$ cat src/rtl/mri_pkg.sv
// Shared types and constants for the MLP inference core.
package mri_pkg;

    localparam int unsigned MAX_LAYERS_DEF   = 4;
    localparam int unsigned MAX_WIDTH_DEF    = 64;
    localparam int unsigned WEIGHT_DEPTH_DEF = 16384;
    localparam int unsigned BIAS_DEPTH_DEF   = 256;
    localparam int unsigned FRAC_BITS_DEF    = 8;

    // Most results one pass may give.
    localparam int unsigned RESULT_CAP = 64;

    localparam int unsigned OP_W    = 2;
    localparam int unsigned ADDR_W  = 14;
    localparam int unsigned VAL_W   = 16;
    localparam int unsigned CFG_W   = 7;
    localparam int unsigned IDX_W   = 6;
    localparam int unsigned ACT_W   = 15;
    localparam int unsigned CFGI_W  = 3;

    // Input operation codes.
    localparam logic [OP_W-1:0] OP_WEIGHT = 2'd0;
    localparam logic [OP_W-1:0] OP_BIAS   = 2'd1;
    localparam logic [OP_W-1:0] OP_INPUT  = 2'd2;

    // Configuration register indexes.
    localparam logic [CFGI_W-1:0] REG_LAYERS = 3'd0;
    localparam logic [CFGI_W-1:0] REG_W_IN   = 3'd1;
    localparam logic [CFGI_W-1:0] REG_W_ONE  = 3'd2;
    localparam logic [CFGI_W-1:0] REG_W_TWO  = 3'd3;
    localparam logic [CFGI_W-1:0] REG_W_THR  = 3'd4;

    // Classified command handed from the front part to the back part.
    typedef enum logic [1:0] {
        CMD_WEIGHT = 2'd0,
        CMD_BIAS   = 2'd1,
        CMD_INPUT  = 2'd2,
        CMD_START  = 2'd3
    } cmd_kind_t;

    typedef struct packed {
        cmd_kind_t          kind;
        logic [ADDR_W-1:0]  addr;
        logic [VAL_W-1:0]   value;
        logic               in_range;
    } cmd_t;

endpackage

$ cat src/rtl/mri_front.sv
// Front part: accepts input items, classifies them and queues commands.
module mri_front
    import mri_pkg::*;
#(
    parameter int unsigned MAX_WIDTH    = MAX_WIDTH_DEF,
    parameter int unsigned WEIGHT_DEPTH = WEIGHT_DEPTH_DEF,
    parameter int unsigned BIAS_DEPTH   = BIAS_DEPTH_DEF
) (
    input  logic              aclk,
    input  logic              aresetn,
    input  logic              in_valid,
    output logic              in_ready,
    input  logic [OP_W-1:0]   in_op,
    input  logic [ADDR_W-1:0] in_addr,
    input  logic [VAL_W-1:0]  in_value,
    input  logic              in_last,
    output logic              cmd_valid,
    input  logic              cmd_ready,
    output cmd_t              cmd
);

    localparam int unsigned QDEPTH = 4;
    localparam int unsigned QPTR_W = 2;

    cmd_t              q_reg [QDEPTH];
    logic [QPTR_W-1:0] wr_ptr_reg, rd_ptr_reg;
    logic [QPTR_W:0]   count_reg;
    logic              push, pop;
    // A start command also stores its element; this flag holds input off until it is popped.
    logic              hold_start_reg;
    cmd_t              cls;
    logic              cls_valid;

    // Classify one input item.
    always_comb begin
        cls       = '0;
        cls.addr  = in_addr;
        cls.value = in_value;
        cls_valid = 1'b1;
        case (in_op)
            OP_WEIGHT: begin
                cls.kind     = CMD_WEIGHT;
                cls.in_range = 32'(in_addr) < WEIGHT_DEPTH;
            end
            OP_BIAS: begin
                cls.kind     = CMD_BIAS;
                cls.in_range = 32'(in_addr) < BIAS_DEPTH;
            end
            OP_INPUT: begin
                cls.kind     = in_last ? CMD_START : CMD_INPUT;
                cls.in_range = 32'(in_addr) < MAX_WIDTH;
            end
            default: begin
                cls.kind  = CMD_WEIGHT;
                cls_valid = 1'b0;
            end
        endcase
    end

    assign in_ready  = (count_reg < (QPTR_W+1)'(QDEPTH)) && !hold_start_reg;
    assign push      = in_valid && in_ready && cls_valid;
    assign cmd_valid = (count_reg != '0);
    assign cmd       = q_reg[rd_ptr_reg];
    assign pop       = cmd_valid && cmd_ready;

    // Queue storage.
    always_ff @(posedge aclk) begin
        if (push) begin
            q_reg[wr_ptr_reg] <= cls;
        end
    end

    // Queue pointers; input stalls after a start until the back part takes it from the queue.
    always_ff @(posedge aclk) begin
        if (!aresetn) begin
            wr_ptr_reg     <= '0;
            rd_ptr_reg     <= '0;
            count_reg      <= '0;
            hold_start_reg <= 1'b0;
        end else begin
            if (push) begin
                wr_ptr_reg <= wr_ptr_reg + 1'b1;
            end
            if (pop) begin
                rd_ptr_reg <= rd_ptr_reg + 1'b1;
            end
            count_reg <= count_reg + (QPTR_W+1)'(push) - (QPTR_W+1)'(pop);
            if (push && cls.kind == CMD_START) begin
                hold_start_reg <= 1'b1;
            end else if (pop && cmd.kind == CMD_START) begin
                hold_start_reg <= 1'b0;
            end
        end
    end

`ifndef SYNTHESIS
    a_no_overflow: assert property (@(posedge aclk) disable iff (!aresetn)
        push |-> (count_reg < (QPTR_W+1)'(QDEPTH) || pop))
        else $error("command queue overflow");
    a_count_move: assert property (@(posedge aclk) disable iff (!aresetn)
        (push && !pop) |=> (count_reg == $past(count_reg) + 1'b1))
        else $error("queue count did not advance");
    a_hold_blocks: assert property (@(posedge aclk) disable iff (!aresetn)
        hold_start_reg |-> !in_ready)
        else $error("input accepted during a pass");
`endif

endmodule

$ cat config.mk
export PLATFORM = sky130hd
export DESIGN_NAME = mri_front
export DESIGN_NICKNAME = d
export VERILOG_FILES = /design/src/rtl/mri_pkg.sv /design/src/rtl/mri_front.sv
export SDC_FILE = /design/constraint.sdc
export NUM_CORES = 1
export LEC_CHECK = 0
export ABC_AREA = 1
export CAP_MARGIN = 20
export CORE_ASPECT_RATIO = 0.6
export CORE_MARGIN = 2
export CORE_UTILIZATION = 50
export CTS_BUF_LIST = sky130_fd_sc_hd__clkbuf_8
export CTS_CLUSTER_DIAMETER = 50
export DETAILED_ROUTE_END_ITERATION = 10
export DONT_BUFFER_PORTS = 1
export PLACE_DENSITY = 0.66
export SYNTH_ARGS = -nofsm -noshare
export SYNTH_HDL_FRONTEND = slang
export SYNTH_SLANG_ARGS = --single-unit
$ cat constraint.sdc
create_clock -name aclk -period 5.1 [get_ports aclk]
set_clock_uncertainty 0.15 [all_clocks]
set_input_delay 0.765 -clock aclk [delete_from_list [all_inputs] [get_ports aclk]]
set_output_delay 0.765 -clock aclk [all_outputs]
set_load 0.03 [all_outputs]
==> impl_metrics.yaml, run 1 <==
floorplanning:
  die_height_um: 85.6
  std_cell_rows: 29
  core-area_um2: 10700
  dieWidth_um: 140
  die-area_um2: 12000
  boundaryPins: 72
  initial_core_util: 0.518
power_and_ir_drop:
  seqPwrFrac: 0.456
  power.static_leakage_uw: 0.00210
  power_frac_clock: 0.289
  power_density_nw_per_um2: 505
  power.switching_fraction: 0.349
  switchingPower_uw: 1080
  power.combinational.fraction: 0.255
  post-layout-total-power_uw: 3110
  worst_vdd_rail_ir_drop_mv: 0.240
  internal_dissipation_uw: 2020
yosys:
  xor_and_xnor_fraction_of_the_mapped_netlist_area: 0.00158
  syn_nets: 457
  yosys-mux-area-fraction: 0
  synth.cell_area_um2: 5550
  postSynthRegisterBits: 142
  netlist_instances: 408
  yosysSeqAreaShare: 0.750
  compound_cell_area_share_of_the_yosys_netlist: 0.108
  syn_area_per_cell_um2: 13.6
  synth_top_family_by_area: "compound AO/OA/AOI/OAI gates"
  netlist-cell-type-count: 25
  yosysWarningCount: 0
  post_synth_fa_ha_maj_area_fraction: 0.0284
  synthSimpleGateAreaFrac: 0.0717
drt:
  viasPerCell: 5.45
  detail_route.iter0.violations: 310
  avgRoutedWirePerCell_um: 18.6
  vias: 3082
  first_pass_iters: 8
  finalWirelength_mm: 10.5
  antenna_left: 0
  drcViolationCount: 5
final_layout:
  antennaDiodeCount: 0
  most-common-layout-cells: "132 x sky130_fd_sc_hd__edfxtp_1, 68 x sky130_fd_sc_hd__nor2_1, 55 x sky130_fd_sc_hd__o21ai_0"
  layout_commonest_cell: "sky130_fd_sc_hd__edfxtp_1"
  area_growth_syn_to_fin_pct: 11.0
  fillCellCount: 835
  share_of_layout_cells_above_drive_strength_1: 0.122
  final_nets: 462
  largest_register_ffs: 132
status:
  failing_checks: "DRC"
  status: "finished with violations"
sta:
  fmax_mhz: 287
  slew_viol_final: 0
  relSlewSlack: 0.321
  totalNegativeSetupSlack_ns: 0
  setup_violations: 0
  period_minus_slack_ns: 3.49
  timing_hold_violations_final: 0
  post-route-period-util: 0.684
  unrepaired_setup_endpoints_after_global_routing: "no"
  tightestPinTransition_ns: 1.02
min_path:
  hold_path_class: "primary input to register"
critical_path:
  worst_setup_path_end_kind: "primary output"
  crit_path_max_fanout: 33
  setup.worst_path.start_class: "register"
  crit_type: "register to primary output"
  worst-endpoint-arrival_ns: 2.57
  critPathRequiredTime_ns: 4.18
  cp_cell_sequence: "buf_4 -> inv_2 -> o21ai_0 -> o22ai_1"
  crit_path_max_incr_delay_ns: 0.68
  timing.critical_path.slowest_stage_cell: "sky130_fd_sc_hd__o22ai_1"
global_route:
  grt_use_total: 0.188
  grt_first_pass_wirelength_mm: 16.7
  grt_antenna_before_repair: 0
  grt_start_max_net_pins: 67
  grt_pass1_vias: 3032
  grt_remaining_overflow: 0
clocking:
  tritoncts: "yes"
  cts_hold_buf: 0
  clock_tree.buffer_depth: 2
  clock_tree.htree_level_count: 4
  clock-root-buffer: "sky130_fd_sc_hd__clkbuf_8"
  post_cts_buffers: 0
  clock_sinks: 142
  clk_transition_reported_paths_ns: 0.08
  postCtsResizedCells: 0
  clkLatencyLatePin_ns: 0.42
  cts_bufs_inserted: 17
placement:
  hpwl_mm: 5.88
  port_buffers: 0
  routabilityCongestion: 0.680
job:
  cap_violations: 0
-- synth_stat cells --
cell,n,area [um^2]
sky130_fd_sc_hd__a21oi_1,7,35.0
sky130_fd_sc_hd__inv_1,25,93.8
sky130_fd_sc_hd__o21ai_1,12,60.1
sky130_fd_sc_hd__xor2_1,1,8.76
sky130_fd_sc_hd__nor4_1,1,6.26
sky130_fd_sc_hd__nand2_1,15,56.3
sky130_fd_sc_hd__nand3_1,4,20.0
sky130_fd_sc_hd__o21ai_0,55,275
sky130_fd_sc_hd__nand3_2,2,20.0
sky130_fd_sc_hd__a21boi_4,1,18.8
sky130_fd_sc_hd__a21oi_2,1,8.76
sky130_fd_sc_hd__a21boi_0,1,7.51
sky130_fd_sc_hd__nor2_1,72,270
sky130_fd_sc_hd__ha_1,11,138
sky130_fd_sc_hd__buf_4,1,7.51
sky130_fd_sc_hd__dfxtp_1,10,200
sky130_fd_sc_hd__fa_1,1,20.0
sky130_fd_sc_hd__buf_2,9,45.0
sky130_fd_sc_hd__edfxtp_1,132,3960
sky130_fd_sc_hd__nand4_1,1,6.26
sky130_fd_sc_hd__nand2_2,3,18.8
sky130_fd_sc_hd__clkbuf_1,6,22.5
sky130_fd_sc_hd__buf_6,4,45.0
sky130_fd_sc_hd__o22ai_1,31,194
sky130_fd_sc_hd__inv_2,2,7.51
-- area by class of cell --
class	instances	area (um^2)	area share
clock buffer	17	234	0.0380
clock inverter	15	173	0.0280
inverter	27	101	0.0165
multi-input combinational	219	1190	0.194
sequential	142	4170	0.676
tap	139	174	0.0282
timing repair buffer	6	118	0.0191
-- critical path: cells and delay by family (launching register included) --
family                 cells  cell delay [ns]
DFF                        1             0.48
AOI/OAI and AO/OA          2             0.87
buffers and inverters      2             0.79
-- metal layers --
metal / part of all wire / vias to the layer above / GRT usage
li1: - / 1493 / -
met1: 0.47 / 1465 / 0.257
met2: 0.43 / 110 / 0.276
met3: 0.089 / 14 / 0.0726
met4: 0.014 / 0 / 0.0716
met5: 0 / - / 0
-- power by group through the flow --
| stage | Combinational (uW) | Sequential [uW] | Clock, uW |
|---|---|---|---|
| after floorplan | 664 | 1440 | 0 |
| after global placement | 761 | 1440 | 0 |
| after detailed placement | 772 | 1450 | 0 |
| after global routing | 864 | 1430 | 971 |
| after CTS | 773 | 1420 | 917 |
| final | 793 | 1420 | 897 |
-- kinds of logic (layout without fill, tap and decap cells) --
group / after synthesis / in the layout
DFF: 142 / 142
AOI/OAI and AO/OA: 108 / 108
and+or+nand+nor: 98 / 98
buffers and inverters: 47 / 65
adders and majority gates: 12 / 12
xor gates and xnor gates: 1 / 1
-- final timing paths --
path	startpoint	cells past startpoint	slack (ns)	to
setup / recovery	register	4	1.61	cmd[1]
setup reg to reg	count_reg[2]$_SDFF_PN0_	10	2.27	count_reg[2]$_SDFF_PN0_
hold reg to reg	hold_start_reg$_SDFFE_PN0P_	2	0.33	hold_start_reg$_SDFFE_PN0P_
hold / removal	in_addr[3]	0	0.28	q_reg[0][20]$_DFFE_PP_
-- through the flow --
step	hold slack, ns	std cells	util	instance area, um^2	setup slack (ns)
global placement	0.302	529	0.528	5650	2.12
CTS	0.239	561	0.566	6060	1.59
finish	0.277	565	0.575	6160	1.61
floorplan	0.286	408	-	5550	1.86
detailed placement	0.315	529	0.528	5650	2.07
global route	0.241	565	0.575	6160	1.42
Note: power is estimated with default switching activity, not from simulation.
==> run 2: changes to the inputs <==
- PLACE_DENSITY: 0.66 -> 0.69
- clock period: 5.1 -> 2.9 ns (I/O delays scaled with it)
==> run 2 against run 1 <==
Effect of this change: the run still ends with DRC left; sequential power increased by 77%; routed wire length is 5.9% higher; clock power rose by 96%; die area is the same; combinational power increased by 99%; utilization is 4.7 points higher; critical path depth is the same; register-to-register slack got worse by 1.6 ns; setup slack got worse by 1.5 ns; clock-buffer cell count is 1 higher.
==> impl_metrics.yaml, run 2 (synthesis results as in run 1) <==
clocking:
  clock-root-buffer: "sky130_fd_sc_hd__clkbuf_8"
  clock_tree.htree_level_count: 4
  clk_transition_reported_paths_ns: 0.07
  cts_bufs_inserted: 17
  clkLatencyLatePin_ns: 0.42
  clock_sinks: 142
  post_cts_buffers: 0
  tritoncts: "yes"
  clock_tree.buffer_depth: 2
sta:
  relSlewSlack: 0.494
  fmax_mhz: 360
  timing_hold_violations_final: 0
  post-route-period-util: 0.957
  finalHoldWorstSlack_ns: 0.0365
  post-route-worst-setup-slack_ns: 0.124
  unrepaired_setup_endpoints_after_global_routing: "no"
  period_minus_slack_ns: 2.78
  setup_violations: 0
  slew_viol_final: 0
  tightestPinTransition_ns: 0.770
  totalNegativeSetupSlack_ns: 0
final_layout:
  share_of_layout_cells_above_drive_strength_1: 0.150
  layout_commonest_cell: "sky130_fd_sc_hd__edfxtp_1"
  largest_register_ffs: 132
  final_nets: 509
  area_growth_syn_to_fin_pct: 20.1
  antennaDiodeCount: 0
  most-common-layout-cells: "132 x sky130_fd_sc_hd__edfxtp_1, 68 x sky130_fd_sc_hd__nor2_1, 55 x sky130_fd_sc_hd__o21ai_0"
power_and_ir_drop:
  worst_vdd_rail_ir_drop_mv: 0.539
  power.static_leakage_uw: 0.00235
  power_density_nw_per_um2: 878
drt:
  finalWirelength_mm: 11.2
  detail_route.iter0.violations: 230
  first_pass_iters: 7
  vias: 3281
  avgRoutedWirePerCell_um: 18.2
  antenna_left: 0
  viasPerCell: 5.36
  drcViolationCount: 6
global_route:
  grt_remaining_overflow: 0
  grt_use_met1: 0.257
  grtUsageMet2: 0.322
  grt_pass1_vias: 3466
  grt_first_pass_wirelength_mm: 17.9
  grt_start_max_net_pins: 49
  grt_util_met3: 0.0698
  top_usage_layer: "met2"
  grt_antenna_before_repair: 0
  grt_use_total: 0.200
min_path:
  hold_path_class: "primary input to register"
placement:
  hpwl_mm: 6.37
  preCtsSetupSlack_ns: 0.516
  port_buffers: 0
  routabilityCongestion: 0.776
critical_path:
  setup.worst_path.start_class: "register"
  worst_setup_path_end_kind: "primary output"
  worst-endpoint-arrival_ns: 2.19
  r2r_setup_slack_ns: 0.68
  critPathRequiredTime_ns: 2.32
  crit_type: "register to primary output"
  crit_path_max_fanout: 23
floorplanning:
  die-area_um2: 12000
  dieWidth_um: 140
  die_height_um: 85.6
  core-area_um2: 10700
  initial_core_util: 0.518
  std_cell_rows: 29
  boundaryPins: 72
status:
  failing_checks: "DRC"
  status: "finished with violations"
job:
  cap_violations: 0
## run 2: cell count changes in the layout (fill, tap and decap cells not counted), moves of 3 or more
cell,delta
sky130_fd_sc_hd__dlygate4sd3_1,+31
sky130_fd_sc_hd__buf_16,-3
sky130_fd_sc_hd__clkinv_2,-3
sky130_fd_sc_hd__o22ai_1,-7
sky130_fd_sc_hd__buf_12,+4
sky130_fd_sc_hd__buf_4,+15
sky130_fd_sc_hd__o22ai_2,+7
sky130_fd_sc_hd__inv_1,+4
sky130_fd_sc_hd__clkinvlp_4,-3
## run 2: timing repair
| action | in CTS | in global routing |
|---|---|---|
| endpoints found under the setup margin | 0 | 7 |
| gates resized for setup | 0 | 7 |
| hold buffers | 31 | 0 |
| endpoints found under the hold margin | 128 | 0 |
## run 2: area by class of cell
type,instances,area (um^2)
well taps,139,174
repair buffers,53,538
clock buffers,18,248
clock inverters,14,201
flip-flops and latches,142,4170
inverters,27,101
multi-input cells,219,1240
fillers,779,4040
## run 2: metal layers
| metal | up-vias | share of wire |
|---|---|---|
| met5 | - | 0 |
| met4 | 0 | 0.012 |
| met3 | 17 | 0.080 |
| met2 | 96 | 0.47 |
| met1 | 1584 | 0.44 |
| li1 | 1584 | - |
## run 2: critical path, cell delays in order, from the launching register on
cell                      delay, ns
sky130_fd_sc_hd__dfxtp_2       0.45
sky130_fd_sc_hd__inv_2         0.35
sky130_fd_sc_hd__buf_4         0.29
sky130_fd_sc_hd__o21ai_1       0.08
sky130_fd_sc_hd__o22ai_1       0.59
## run 2: per-stage QoR
step           cells  power, uW  cell area (um^2)   util
6_report         612       5850              6670  0.623
5_1_grt          612       6130              6670  0.623
4_1_cts          612       5850              6620  0.619
3_5_place_dp     549       4070              5860  0.548
3_3_place_gp     549       4030              5860  0.548
2_1_floorplan    408       3690              5550      -
## run 2: final timing paths
path | startpoint | to | cells past startpoint
worst max-delay path | register | cmd[5] | 4
worst min-delay path | aresetn | register | 2
worst max register to register | count_reg[1]$_SDFF_PN0_ | count_reg[2]$_SDFF_PN0_ | 10
worst min register to register | rd_ptr_reg[1]$_SDFFE_PN0P_ | register | 2
## run 2: where the power goes
group,internal (uW),switching [uW]
logic,426,1160
clock network,1040,721
registers,2430,81.9
==> run 3: changes to the inputs <==
- CTS_CLUSTER_SIZE: not set -> 10
- PLACE_DENSITY: 0.69 -> 0.73
==> run 3 against run 2 <==
Effect of this change: the run still ends with DRC left; first-iteration DRC count is 13% higher; clock power is 2% higher; routed wire length is 2.2% lower; utilization is 0.19 points higher; critical endpoint is now cmd[27]; largest power group unchanged; highest routed layer unchanged.
==> impl_metrics.yaml, run 3 (synthesis results as in run 1) <==
sta:
  slew_viol_final: 0
  timing_hold_violations_final: 0
  post-route-period-util: 0.880
  period_minus_slack_ns: 2.55
  fmax_mhz: 392
  setup_violations: 0
  tightestPinTransition_ns: 0.738
  relSlewSlack: 0.515
  unrepaired_setup_endpoints_after_global_routing: "no"
final_layout:
  largest_register_ffs: 132
  share_of_layout_cells_above_drive_strength_1: 0.153
  most-common-layout-cells: "132 x sky130_fd_sc_hd__edfxtp_1, 68 x sky130_fd_sc_hd__nor2_1, 55 x sky130_fd_sc_hd__o21ai_0"
  area_growth_syn_to_fin_pct: 20.5
  layout.cells.non_filler: 622
  final_nets: 520
  layout_commonest_cell: "sky130_fd_sc_hd__edfxtp_1"
  antennaDiodeCount: 0
  fin_area_um2: 6690
power_and_ir_drop:
  switchingPower_uw: 1940
  seqPwrFrac: 0.420
  power.switching_fraction: 0.327
  power.static_leakage_uw: 0.00237
  internal_dissipation_uw: 3990
  power_frac_clock: 0.304
  power.combinational.fraction: 0.276
  worst_vdd_rail_ir_drop_mv: 0.453
  power_density_nw_per_um2: 888
job:
  cap_violations: 0
placement:
  hpwl_mm: 6.53
  routabilityCongestion: 0.735
  port_buffers: 0
  dpl_cell_area_um2: 5920
  placed_cells_incl_taps: 560
floorplanning:
  initial_core_util: 0.518
  boundaryPins: 72
  dieWidth_um: 140
  core-area_um2: 10700
  die-area_um2: 12000
  die_height_um: 85.6
  std_cell_rows: 29
drt:
  first_pass_iters: 8
  antenna_left: 0
  finalWirelength_mm: 10.9
  detail_route.iter0.violations: 259
  vias: 3332
  viasPerCell: 5.36
  drcViolationCount: 6
  avgRoutedWirePerCell_um: 17.5
clocking:
  tritoncts: "yes"
  clkLatencyLatePin_ns: 0.43
  postCtsResizedCells: 0
  cts_hold_buf: 31
  clk_transition_reported_paths_ns: 0.07
  clock-root-buffer: "sky130_fd_sc_hd__clkbuf_8"
  clock_tree.buffer_depth: 2
  clock_sinks: 142
  post_cts_buffers: 0
  cts_bufs_inserted: 17
  clock_tree.htree_level_count: 4
global_route:
  grt_remaining_overflow: 0
  grt_start_max_net_pins: 45
  grt_use_total: 0.194
  grtUsageMet2: 0.315
  top_usage_layer: "met2"
  grt_first_pass_wirelength_mm: 17.5
  grt_util_met3: 0.0653
  grt_antenna_before_repair: 0
  grt_use_met1: 0.249
  grt_pass1_vias: 3420
critical_path:
  cp_cell_sequence: "inv_2 -> buf_4 -> o21ai_0 -> o22ai_1"
  setup.worst_path.start_class: "register"
  critical_path.reg2reg.startpoint: "count_reg[1]$_SDFF_PN0_"
  r2r_setup_slack_ns: 0.60
  regToRegEndpoint: "count_reg[2]$_SDFF_PN0_"
  critPathCapture: "cmd[27]"
  crit_path_max_incr_delay_ns: 0.55
  worst-endpoint-arrival_ns: 1.97
  worst_setup_path_end_kind: "primary output"
  crit_type: "register to primary output"
  critPathRequiredTime_ns: 2.32
  timing.critical_path.slowest_stage_cell: "sky130_fd_sc_hd__o22ai_1"
  crit_path_max_fanout: 16
  worst-r2r-cell-count: 10
min_path:
  hold_path_class: "primary input to register"
  holdPathStages: 2
status:
  status: "finished with violations"
  failing_checks: "DRC"
[run 3: cell types whose count changed in the layout (fill, tap and decap cells not counted), sizes merged]
cell	change
buf	+11
bufinv	+1
clkbuf	-1
clkinv	+2
clkinvlp	+1
inv	-4
[run 3: per-stage QoR]
stage	setup TNS [ns]	power [uW]	hold WS (ns)	util	setup WS (ns)
finish	0	5940	0.0305	0.625	0.347
global route	0	6220	0.00383	0.625	0.209
CTS	0	5990	0.00138	0.625	0.321
detailed placement	0	4140	0.316	0.553	0.443
global placement	0	4100	0.305	0.553	0.529
floorplan	-19.36	3690	0.286	-	-0.147
[run 3: worst min-delay path by stage]
| stage | startpoint | end | slack (ns) |
|---|---|---|---|
| 6_report | aresetn | register | 0.03 |
| 5_1_grt | aresetn | rd_ptr_reg[0]$_SDFFE_PN0P_ | 0.004 |
| 4_1_cts | aresetn | register | 0.001 |
| 3_5_place_dp | hold_start_reg$_SDFFE_PN0P_ | hold_start_reg$_SDFFE_PN0P_ | 0.32 |
| 3_3_place_gp | rd_ptr_reg[0]$_SDFFE_PN0P_ | rd_ptr_reg[0]$_SDFFE_PN0P_ | 0.30 |
| 2_1_floorplan | rd_ptr_reg[1]$_SDFFE_PN0P_ | register | 0.29 |
[run 3: metal layers]
metal	up-vias	part of all wire
met5	-	0
met4	0	0.0044
met3	5	0.078
met2	109	0.47
met1	1614	0.45
li1	1604	-
[run 3: power groups by stage]
stage	clock [uW]	combinational (uW)	sequential (uW)
floorplan	0	1170	2530
global placement	0	1560	2530
detailed placement	0	1600	2540
CTS	1840	1660	2490
global route	1920	1790	2510
finish	1800	1640	2490
[run 3: worst max-delay path: cells and delay by family (launching register included)]
| family | cells | cell delay [ns] |
|---|---|---|
| AOI/OAI and AO/OA | 2 | 0.67 |
| buffers and inverters | 2 | 0.51 |
| DFF | 1 | 0.34 |
[run 3: layout make-up]
class	count	area (um^2)
Sequential cell	142	4170
Fill cell	813	4020
Multi-Input combinational cell	219	1190
Timing Repair Buffer	64	596
Clock buffer	17	234
Clock inverter	14	221
Tap cell	139	174
Inverter	27	101
